File: src/rtl/kvt_pkg.sv
// ============================================================================
// kvt_pkg: shared types and constants of the key/value table
// Sizes of the table, field widths, operation and status codes, and the
// states of the table's sequencer.
// ============================================================================
`default_nettype none

package kvt_pkg;

  // Table size and stored widths.
  localparam int CAPACITY   = 64;
  localparam int KEY_BITS   = 32;
  localparam int VALUE_BITS = 32;

  // Derived widths.
  localparam int IDX_W = $clog2(CAPACITY);
  localparam int CNT_W = $clog2(CAPACITY + 1);

  // Port field widths.
  localparam int FUNC_W   = 3;
  localparam int FIELD_W  = 32;
  localparam int RANK_W   = 6;
  localparam int STATUS_W = 2;
  localparam int COUNT_W  = 7;

  typedef logic [KEY_BITS-1:0]   key_t;
  typedef logic [VALUE_BITS-1:0] value_t;
  typedef logic [IDX_W-1:0]      slot_t;
  typedef logic [CNT_W-1:0]      count_t;

  // Operation codes.
  typedef enum logic [FUNC_W-1:0] {
    FUNC_INSERT = 3'd0,
    FUNC_UPDATE = 3'd1,
    FUNC_UPSERT = 3'd2,
    FUNC_ERASE  = 3'd3,
    FUNC_LOOKUP = 3'd4,
    FUNC_RANK   = 3'd5
  } func_t;

  // Result status codes.
  typedef enum logic [STATUS_W-1:0] {
    ST_DONE     = 2'd0,
    ST_KEY      = 2'd1,
    ST_FULL     = 2'd2,
    ST_RANK_OOR = 2'd3
  } status_t;

  // Sequencer states.
  typedef enum logic [2:0] {
    S_IDLE,
    S_SCAN,
    S_EXEC,
    S_RANK,
    S_VREAD,
    S_VWAIT,
    S_DONE
  } state_t;

endpackage

`default_nettype wire

File: src/rtl/kvt_req_if.sv
// ============================================================================
// kvt_req_if: request channel of the key/value table
// Valid/ready channel that carries one operation per transfer.
// ============================================================================
`default_nettype none

interface kvt_req_if
  import kvt_pkg::*;
();
  logic                valid;
  logic                ready;
  logic [FUNC_W-1:0]   func;
  logic [FIELD_W-1:0]  key;
  logic [FIELD_W-1:0]  new_value;
  logic [RANK_W-1:0]   rank;

  modport source (output valid, func, key, new_value, rank, input ready);
  modport sink   (input valid, func, key, new_value, rank, output ready);
endinterface

`default_nettype wire

File: src/rtl/kvt_rsp_if.sv
// ============================================================================
// kvt_rsp_if: response channel of the key/value table
// Valid/ready channel that carries one result per transfer.
// ============================================================================
`default_nettype none

interface kvt_rsp_if
  import kvt_pkg::*;
();
  logic                valid;
  logic                ready;
  logic [STATUS_W-1:0] status;
  logic [FIELD_W-1:0]  found_key;
  logic [FIELD_W-1:0]  found_value;
  logic [COUNT_W-1:0]  entry_count;

  modport source (output valid, status, found_key, found_value, entry_count, input ready);
  modport sink   (input valid, status, found_key, found_value, entry_count, output ready);
endinterface

`default_nettype wire

File: src/rtl/key_value_table_with_rank.sv
// ============================================================================
// key_value_table_with_rank: bounded table of unique key/value pairs
// Insert, update, insert-or-update, erase, lookup and fetch by rank over a
// table kept in a key memory and a value memory.
// ============================================================================
// The table holds up to CAPACITY pairs in two synchronous memories (keys
// and values); occupancy is kept in flip-flops that reset clears, so the
// table is empty right after reset with no clearing pass.
// One request is processed at a time. Insert, update, insert-or-update,
// erase and lookup read the whole key memory once, one slot per cycle; a
// lookup that hits then reads the value memory. Fetch by rank finds the
// smallest key, then the next larger one, and so on, with one full pass
// over the key memory for each step, rank + 1 passes in all. A rank out
// of range and the unused codes six and seven go to the result without
// any scan. The result sits in an output register, so processing of the
// next request overlaps the wait for the response to be taken.
`default_nettype none

module key_value_table_with_rank
  import kvt_pkg::*;
(
  input  wire logic clk,
  input  wire logic rst,
  kvt_req_if.sink   req,
  kvt_rsp_if.source rsp
);

  state_t state, state_next;

  // Latched request.
  logic [FUNC_W-1:0] op_func;
  key_t              op_key;
  value_t            op_value;
  logic [RANK_W-1:0] op_rank;

  // Occupancy and count.
  logic [CAPACITY-1:0] valid;
  count_t              count;

  // Memories and their registered read data.
  key_t   key_mem [CAPACITY];
  value_t val_mem [CAPACITY];
  key_t   key_rd;
  value_t val_rd;
  slot_t  val_addr;

  // Scan pipeline: address issued, then compare in the next cycle.
  logic [IDX_W:0] scan_idx;
  logic           cmp_vld;
  slot_t          cmp_slot;
  logic           scan_end;
  logic           cmp_hit;

  // Key search results.
  logic  match;
  slot_t match_slot;
  logic  free_found;
  slot_t free_slot;

  // Rank selection state.
  logic              have_prev;
  key_t              prev_key;
  logic              best_found;
  key_t              best_key;
  slot_t             best_slot;
  logic [RANK_W-1:0] pass;
  logic              rank_last;

  // Result held until the output register is free.
  status_t            res_status;
  logic [FIELD_W-1:0] res_key;
  logic [FIELD_W-1:0] res_val;

  // Table changes made in the execute cycle.
  logic    do_insert;
  logic    do_update;
  logic    do_erase;
  status_t exec_status;
  logic    out_free;
  logic    req_rank_oor;

  assign scan_end     = scan_idx[IDX_W] && !cmp_vld;
  assign cmp_hit      = cmp_vld && valid[cmp_slot];
  assign rank_last    = (state == S_RANK) && scan_end && (pass == op_rank);
  assign out_free     = !rsp.valid || rsp.ready;
  assign req_rank_oor = 32'(req.rank) >= 32'(count);
  assign req.ready    = (state == S_IDLE);

  // Decode of the execute cycle.
  always_comb begin
    do_insert   = 1'b0;
    do_update   = 1'b0;
    do_erase    = 1'b0;
    exec_status = ST_DONE;
    if (state == S_EXEC) begin
      case (op_func) inside
        FUNC_INSERT: begin
          if (match) exec_status = ST_KEY;
          else if (!free_found) exec_status = ST_FULL;
          else do_insert = 1'b1;
        end
        FUNC_UPDATE: begin
          if (!match) exec_status = ST_KEY;
          else do_update = 1'b1;
        end
        FUNC_UPSERT: begin
          if (match) do_update = 1'b1;
          else if (!free_found) exec_status = ST_FULL;
          else do_insert = 1'b1;
        end
        FUNC_ERASE, FUNC_LOOKUP: begin
          if (!match) exec_status = ST_KEY;
          else if (op_func == FUNC_ERASE) do_erase = 1'b1;
        end
        default: exec_status = ST_DONE;
      endcase
    end
  end

  // State register.
  always_ff @(posedge clk) begin
    if (rst) state <= S_IDLE;
    else state <= state_next;
  end

  // Next-state logic.
  always_comb begin
    state_next = state;
    unique case (state)
      S_IDLE: begin
        if (req.valid) begin
          case (req.func) inside
            FUNC_INSERT, FUNC_UPDATE, FUNC_UPSERT, FUNC_ERASE, FUNC_LOOKUP:
              state_next = S_SCAN;
            FUNC_RANK: state_next = req_rank_oor ? S_DONE : S_RANK;
            default:   state_next = S_DONE;
          endcase
        end
      end
      S_SCAN: begin
        if (scan_end) state_next = S_EXEC;
      end
      S_EXEC: begin
        if (op_func == FUNC_LOOKUP && match) state_next = S_VREAD;
        else state_next = S_DONE;
      end
      S_RANK: begin
        if (rank_last) state_next = S_VREAD;
      end
      S_VREAD: state_next = S_VWAIT;
      S_VWAIT: state_next = S_DONE;
      S_DONE: begin
        if (out_free) state_next = S_IDLE;
      end
      default: state_next = S_IDLE;
    endcase
  end

  // Key memory: read one slot per cycle, write on insert.
  always_ff @(posedge clk) begin
    if (do_insert) key_mem[free_slot] <= op_key;
    key_rd <= key_mem[scan_idx[IDX_W-1:0]];
  end

  // Value memory: write on insert or update, read for lookup and rank.
  always_ff @(posedge clk) begin
    if (do_insert) val_mem[free_slot] <= op_value;
    else if (do_update) val_mem[match_slot] <= op_value;
    val_rd <= val_mem[val_addr];
  end

  // Occupancy flags, count, compare pipeline flag and output valid.
  always_ff @(posedge clk) begin
    if (rst) begin
      valid     <= '0;
      count     <= '0;
      cmp_vld   <= 1'b0;
      rsp.valid <= 1'b0;
    end else begin
      if (do_insert) begin
        valid[free_slot] <= 1'b1;
        count            <= count + count_t'(1);
      end else if (do_erase) begin
        valid[match_slot] <= 1'b0;
        count             <= count - count_t'(1);
      end
      if (state == S_SCAN || state == S_RANK) begin
        cmp_vld <= !scan_idx[IDX_W] && !(state == S_RANK && scan_end);
      end else begin
        cmp_vld <= 1'b0;
      end
      if (state == S_DONE && out_free) rsp.valid <= 1'b1;
      else if (rsp.ready) rsp.valid <= 1'b0;
    end
  end

  // Request latch, search, rank selection and result registers.
  always_ff @(posedge clk) begin
    case (state)
      S_IDLE: begin
        op_func    <= req.func;
        op_key     <= key_t'(req.key);
        op_value   <= value_t'(req.new_value);
        op_rank    <= req.rank;
        scan_idx   <= '0;
        match      <= 1'b0;
        free_found <= 1'b0;
        have_prev  <= 1'b0;
        best_found <= 1'b0;
        pass       <= '0;
        res_key    <= '0;
        res_val    <= '0;
        res_status <= (req.func == FUNC_RANK && req_rank_oor) ? ST_RANK_OOR : ST_DONE;
      end
      S_SCAN: begin
        if (!scan_idx[IDX_W]) scan_idx <= scan_idx + (IDX_W+1)'(1);
        cmp_slot <= scan_idx[IDX_W-1:0];
        if (cmp_hit && key_rd == op_key) begin
          match      <= 1'b1;
          match_slot <= cmp_slot;
        end
        if (cmp_vld && !valid[cmp_slot] && !free_found) begin
          free_found <= 1'b1;
          free_slot  <= cmp_slot;
        end
      end
      S_EXEC: begin
        res_status <= exec_status;
        if (op_func == FUNC_LOOKUP && match) begin
          res_key  <= FIELD_W'(op_key);
          val_addr <= match_slot;
        end
      end
      S_RANK: begin
        cmp_slot <= scan_idx[IDX_W-1:0];
        if (scan_end) begin
          // End of a pass: either the wanted entry or the next lower bound.
          if (pass == op_rank) begin
            res_key  <= FIELD_W'(best_key);
            val_addr <= best_slot;
          end else begin
            scan_idx   <= '0;
            have_prev  <= 1'b1;
            prev_key   <= best_key;
            best_found <= 1'b0;
            pass       <= pass + RANK_W'(1);
          end
        end else begin
          if (!scan_idx[IDX_W]) scan_idx <= scan_idx + (IDX_W+1)'(1);
          // Keep the smallest key above the previous pass's result.
          if (cmp_hit && (!have_prev || key_rd > prev_key) &&
              (!best_found || key_rd < best_key)) begin
            best_found <= 1'b1;
            best_key   <= key_rd;
            best_slot  <= cmp_slot;
          end
        end
      end
      S_VWAIT: begin
        res_val <= FIELD_W'(val_rd);
      end
      default: begin
      end
    endcase
  end

  // Output register load.
  always_ff @(posedge clk) begin
    if (state == S_DONE && out_free) begin
      rsp.status      <= res_status;
      rsp.found_key   <= res_key;
      rsp.found_value <= res_val;
      rsp.entry_count <= COUNT_W'(count);
    end
  end

  // The count always agrees with the occupancy flags.
  a_count_matches_valid: assert property (@(posedge clk) disable iff (rst)
    32'(count) == $countones(valid))
    else $error("entry count differs from number of occupied slots");

  // The table never holds more than its capacity.
  a_count_bound: assert property (@(posedge clk) disable iff (rst)
    32'(count) <= CAPACITY)
    else $error("entry count above capacity");

  // An insert grows the count by exactly one.
  a_insert_grows: assert property (@(posedge clk) disable iff (rst)
    do_insert |=> count == $past(count) + count_t'(1))
    else $error("insert did not increment the count");

  // The final rank pass always has found an entry.
  a_rank_found: assert property (@(posedge clk) disable iff (rst)
    rank_last |-> best_found)
    else $error("rank fetch ended without an entry");

  // A result is never loaded over one that is still waiting.
  a_no_overwrite: assert property (@(posedge clk) disable iff (rst)
    rsp.valid && !rsp.ready && state == S_DONE |=> state == S_DONE)
    else $error("sequencer left done state while output was blocked");

endmodule

`default_nettype wire

File: src/flat_wrapper.sv
// flat-port wrapper written by rule: the top's interface ports become plain ports
module key_value_table_with_rank_flat import kvt_pkg::*;
  (clk, rst, req_valid, req_func, req_key, req_new_value, req_rank, req_ready, rsp_valid, rsp_status, rsp_found_key, rsp_found_value, rsp_entry_count, rsp_ready);
  kvt_req_if req_i ();
  kvt_rsp_if rsp_i ();
  input  wire logic clk;
  input  wire logic rst;
  input wire logic [$bits(req_i.valid)-1:0] req_valid;
  input wire logic [$bits(req_i.func)-1:0] req_func;
  input wire logic [$bits(req_i.key)-1:0] req_key;
  input wire logic [$bits(req_i.new_value)-1:0] req_new_value;
  input wire logic [$bits(req_i.rank)-1:0] req_rank;
  output wire logic [$bits(req_i.ready)-1:0] req_ready;
  output wire logic [$bits(rsp_i.valid)-1:0] rsp_valid;
  output wire logic [$bits(rsp_i.status)-1:0] rsp_status;
  output wire logic [$bits(rsp_i.found_key)-1:0] rsp_found_key;
  output wire logic [$bits(rsp_i.found_value)-1:0] rsp_found_value;
  output wire logic [$bits(rsp_i.entry_count)-1:0] rsp_entry_count;
  input wire logic [$bits(rsp_i.ready)-1:0] rsp_ready;
  assign req_i.valid = req_valid;
  assign req_i.func = req_func;
  assign req_i.key = req_key;
  assign req_i.new_value = req_new_value;
  assign req_i.rank = req_rank;
  assign req_ready = req_i.ready;
  assign rsp_valid = rsp_i.valid;
  assign rsp_status = rsp_i.status;
  assign rsp_found_key = rsp_i.found_key;
  assign rsp_found_value = rsp_i.found_value;
  assign rsp_entry_count = rsp_i.entry_count;
  assign rsp_i.ready = rsp_ready;
  key_value_table_with_rank u_core (.clk(clk), .rst(rst), .req(req_i), .rsp(rsp_i));
endmodule
File: config.mk
export PLATFORM = sky130hd
export DESIGN_NAME = key_value_table_with_rank_flat
export DESIGN_NICKNAME = d
export VERILOG_FILES = /design/src/rtl/kvt_pkg.sv /design/src/rtl/kvt_req_if.sv /design/src/rtl/kvt_rsp_if.sv /design/src/rtl/key_value_table_with_rank.sv /design/src/flat_wrapper.sv
export SDC_FILE = /design/constraint.sdc
export NUM_CORES = 2
export LEC_CHECK = 0
export CORE_ASPECT_RATIO = 1.4
export CORE_MARGIN = 2
export CORE_UTILIZATION = 45
export CTS_BUF_LIST = sky130_fd_sc_hd__clkbuf_8
export DETAILED_ROUTE_END_ITERATION = 10
export DONT_BUFFER_PORTS = 1
export GPL_TIMING_DRIVEN = 0
export MAX_ROUTING_LAYER = met4
export PLACE_DENSITY_LB_ADDON = 0.3
export SLEW_MARGIN = 20
export SYNTH_ARGS = -nofsm -noshare
export SYNTH_HDL_FRONTEND = slang
export SYNTH_SLANG_ARGS = --single-unit
File: constraint.sdc
create_clock -name clk -period 6.8 [get_ports clk]
set_input_delay 0.68 -clock clk [delete_from_list [all_inputs] [get_ports clk]]
set_output_delay 0.68 -clock clk [all_outputs]
set_load 0.1 [all_outputs]
==> summary.txt <==
Cells and area
  – Final non-filler cell area: 0.2041 mm^2
  – Synth-to-Final Area Change: 17.32%
  – Total number of nets in the final design: 9,059
  – Proportion of layout cells with a drive suffix above 1: 0.2964

STA
  – Final critical path time including I/O delays and setup: 5.433 ns
  – Hold Slack: 0.08855 ns
  – Worst-Margin Slew: 1.243 ns
  – Post-route clock period utilization: 0.7989
  – Setup slack of the critical path after layout: 1.367 ns
  – Maximum achievable frequency: 0.1841 GHz
  – Number of pins with negative max-slew slack in the final report: 0
  – RSZ-0062 raised after global routing: no
  – Final setup skew: 0.1298 ns
  – Count of final hold-check violations: 0
  – # setup viols final: 0
  – Slew headroom: 0.1685

Setup path
  – Most used cell, CP: sky130_fd_sc_hd__buf_2
  – Category of the worst setup path launch point: flip-flop
  – Critical path origin: u_core.scan_idx[1]
  – Top fanout value on the critical path: 10
  – Number of buffer and inverter stages on the critical path: 4
  – Family of cells with the greatest summed delay on the critical path: buffers and inverters
  – Worst path max stage delay: 0.85 ns
  – Crit end category: flip-flop
  – Signal arrival time at the worst endpoint: 6.42 ns
  – Cell at the slowest stage of the critical path: sky130_fd_sc_hd__buf_1
  – Path type of the worst setup path: reg2reg
  – Required time of the worst setup path: 7.79 ns
  – Launching point of the worst reg2reg path: u_core.scan_idx[1]
  – Ordered list of cells on the worst path: clkbuf_1 > buf_2 > buf_2 > buf_1 > mux4_2 > mux2i_1 > o22ai_1 > a21oi_1 > o21ai_0

Route
  – Post-Route WL: 500,700 um
  – Met2 routed WL: 263,500 um
  – Routed length per instance: 34.14 um
  – Via Count: 87,230
  – WL met1: 166,900 um
  – DRT antenna net count: 0
  – First-pass iteration count of the detailed router: 6
  – Vias per std cell: 5.948
  – Remaining DRCs: 0
  – Top routing layer in use: met4
  – Met3 wire len: 34,320 um
  – Drt initial violations: 10,440

Clocking
  – Number of setup buffers added after CTS: 0
  – Clock transition time at the flip-flop clock pins of the worst setup and hold paths: 0.06 ns
  – TritonCTS clock tree: built
  – Insertion delay of the later-clocked pin in the worst-skew pair: 1.33 ns
  – Clock sink count: 4,559
  – H-tree level count: 6
  – Resized Gates After CTS: 0
  – Clock buffers created by TritonCTS: 665
  – Hold buffer count at cts: 103
  – Clk Tree Root Cell: sky130_fd_sc_hd__clkbuf_8
  – Max Root-Sink Buffers: 4

Power
  – Share of total power in the clock network: 0.265
  – Total chip power: 78.60 mW
  – Leakage power summed over all cells: 64.56 nW
  – Net Sw Frac: 0.3241
  – Cell internal power dissipation: 53.13 mW
  – Switching pwr: 25.48 mW
  – Max rail drop VDD: 0.0008265 V
  – Combinational share of power: 0.266
  – Sequential group share of total power: 0.469
  – Power per cell area: 385.1 mW/mm^2

Die
  – Std cell rows: 270
  – Die H: 739.7 um
  – Initial standard-cell utilization of the core: 0.4514
  – Die outline width: 529.5 um
  – Core region area: 0.3855 mm^2
  – Top-level I/O count: 152
  – Area of the die: 0.3917 mm^2

Logic synthesis
  – Warnings, synthesis: 0
  – Async set-reset flop share out of synthesis: 0
  – Number of enable-type register cells in the synthesized netlist: 4,419
  – Top flip-flop cell by instance count after synthesis: sky130_fd_sc_hd__edfxtp_1
  – Number of standard cells after synthesis: 7,696
  – Post-synth cell types: 64
  – Proportion of synthesized chip area in sequential cells: 0.7788
  – Number of nets in the synthesized netlist: 7,852
  – Number of flip-flops and latches in the synthesized netlist: 4,559
  – Synth Cell Area: 0.1740 mm^2
  – Synthesized area per cell: 22.61 um^2

Place
  – Detailed placer's ending HPWL: 353,700 um
  – # port buffers: 0
  – Routability congestion estimate from global placement: 0.8971
  – Area after detailed placement: 0.1905 mm^2
  – Worst setup timing slack at the placement stage: 1.519 ns

Global routing
  – Vias in the first global route: 89,340
  – First-pass GRT wire length: 689,500 um
  – Global route total overflow: 0
  – Pin count of the biggest net entering global routing: 47
  – Overall routing resource usage: 0.2617
  – Initial antenna violation count: 59

Job
  – Max Cap Viol: 0

Hold path
  – Beginning of the worst hold path: req_key[29]
  – Worst hold path type: in2reg

Status
  – Run status: finished clean
cells in the mapped netlist, types with 29 or more instances:
library cell,n,area (um^2)
sky130_fd_sc_hd__edfxtp_1,4419,132700
sky130_fd_sc_hd__mux4_2,1157,26060
sky130_fd_sc_hd__nor2_1,270,1013
sky130_fd_sc_hd__clkbuf_1,221,829.6
sky130_fd_sc_hd__mux2i_1,211,2112
sky130_fd_sc_hd__a21oi_1,158,790.8
sky130_fd_sc_hd__nand2_1,147,551.8
sky130_fd_sc_hd__dfxtp_1,140,2803
sky130_fd_sc_hd__buf_2,117,585.6
sky130_fd_sc_hd__inv_1,90,337.8
sky130_fd_sc_hd__o21ai_0,81,405.4
sky130_fd_sc_hd__ha_1,78,975.9
sky130_fd_sc_hd__o22ai_1,64,400.4
sky130_fd_sc_hd__o221ai_1,63,551.8
sky130_fd_sc_hd__a211oi_1,62,465.5
sky130_fd_sc_hd__mux2_2,58,653.1
sky130_fd_sc_hd__xor2_1,42,367.9
sky130_fd_sc_hd__and2_1,34,212.7
sky130_fd_sc_hd__a22oi_1,32,240.2
sky130_fd_sc_hd__buf_1,29,108.9
sky130_fd_sc_hd__nand3_1,29,145.1
layout make-up:
cell class	instances	area, um^2
Tap cell	5168	6466
Clock buffer	683	9400
Clock inverter	501	2923
Buffer	380	1679
Timing Repair Buffer	540	10050
Antenna cell	77	192.7
Inverter	94	360.3
Fill cell	29150	181400
Multi-Input combinational cell	2663	37530
Sequential cell	4559	135500
power groups by stage:
| stage | Clock, mW | Sequential [mW] | Combinational [mW] |
|---|---|---|---|
| 2_1_floorplan | 0 | 38.4 | 9.08 |
| 3_3_place_gp | 0 | 39.1 | 14.9 |
| 3_5_place_dp | 0 | 37.4 | 20.9 |
| 4_1_cts | 21.1 | 36.8 | 20.9 |
| 5_1_grt | 22.3 | 36.9 | 21.6 |
| 6_report | 20.8 | 36.8 | 20.9 |
registers in the layout, summed over array words and instances (netlist names), 6 cells and up:
name / flops
u_core.key_mem: 2048
u_core.val_mem: 2048
u_core.valid: 64
u_core.best_key: 32
u_core.key_rd: 32
u_core.op_key: 32
u_core.op_value: 32
u_core.prev_key: 32
u_core.res_key: 32
u_core.res_val: 32
u_core.rsp.found_key: 32
u_core.rsp.found_value: 32
u_core.val_rd: 32
u_core.count: 7
u_core.rsp.entry_count: 7
u_core.scan_idx: 7
u_core.best_slot: 6
u_core.cmp_slot: 6
u_core.free_slot: 6
u_core.match_slot: 6
u_core.op_rank: 6
u_core.pass: 6
u_core.val_addr: 6
path summary, 6_finish.rpt:
check / endpoint / slack [ns] / cells past startpoint
worst max-delay path: u_core.key_rd[9] / 1.37 / 9
worst min-delay path: u_core.op_key[29] / 0.09 / 1
worst max register to register: u_core.key_rd[9] / 1.37 / 9
worst min register to register: u_core.rsp.found_key[6] / 0.41 / 0
routing by layer:
layer  up-vias  track usage
li1      35160            -
met1     46450       0.2842
met2      4399       0.4472
met3      1220      0.04341
met4         0       0.1619
met5         -            -
cells by family (layout without fill, tap and decap cells):
| family | count (synthesis) | after routing | synth area share |
|---|---|---|---|
| AOI/OAI and AO/OA | 517 | 517 | 0.01899 |
| xor gates and xnor gates | 54 | 54 | 0.002718 |
| adders and majority gates | 79 | 79 | 0.005725 |
| buffers and inverters | 474 | 2198 | 0.01144 |
| DFF | 4559 | 4559 | 0.7788 |
| muxes | 1440 | 1440 | 0.1678 |
| other | 0 | 77 | 0 |
| and+or+nand+nor | 573 | 573 | 0.01453 |
through the flow:
| stage | setup TNS (ns) | std cells | utilization |
|---|---|---|---|
| after floorplan | 0 | 7696 | - |
| after global routing | 0 | 14660 | 0.5295 |
| after global placement | -166.03 | 12860 | 0.4681 |
| after CTS | 0 | 14590 | 0.5289 |
| final | 0 | 14670 | 0.5295 |
| after detailed placement | 0 | 13300 | 0.4943 |
layout by cell type (no fill, tap or decap), types with 18 or more instances in the layout:
master,netlist,routed
sky130_fd_sc_hd__a211oi_1,62,62
sky130_fd_sc_hd__a21oi_1,158,156
sky130_fd_sc_hd__a22oi_1,32,32
sky130_fd_sc_hd__and2_1,34,34
sky130_fd_sc_hd__buf_1,29,21
sky130_fd_sc_hd__buf_12,1,111
sky130_fd_sc_hd__buf_16,0,165
sky130_fd_sc_hd__buf_2,117,129
sky130_fd_sc_hd__buf_8,0,139
sky130_fd_sc_hd__bufinv_16,0,18
sky130_fd_sc_hd__clkbuf_1,221,196
sky130_fd_sc_hd__clkbuf_2,0,28
sky130_fd_sc_hd__clkbuf_8,0,683
sky130_fd_sc_hd__clkinv_1,3,163
sky130_fd_sc_hd__clkinv_2,0,67
sky130_fd_sc_hd__dfxtp_1,140,140
sky130_fd_sc_hd__diode_2,0,77
sky130_fd_sc_hd__dlygate4sd3_1,0,103
sky130_fd_sc_hd__edfxtp_1,4419,4419
sky130_fd_sc_hd__ha_1,78,78
sky130_fd_sc_hd__inv_1,90,289
sky130_fd_sc_hd__mux2_2,58,58
sky130_fd_sc_hd__mux2i_1,211,211
sky130_fd_sc_hd__mux4_2,1157,1157
sky130_fd_sc_hd__nand2_1,147,147
sky130_fd_sc_hd__nand3_1,29,29
sky130_fd_sc_hd__nor2_1,270,141
sky130_fd_sc_hd__nor2_4,0,128
sky130_fd_sc_hd__o21ai_0,81,79
sky130_fd_sc_hd__o221ai_1,63,63
sky130_fd_sc_hd__o22ai_1,64,64
sky130_fd_sc_hd__xor2_1,42,42
Power figures use the tool's default switching activity.
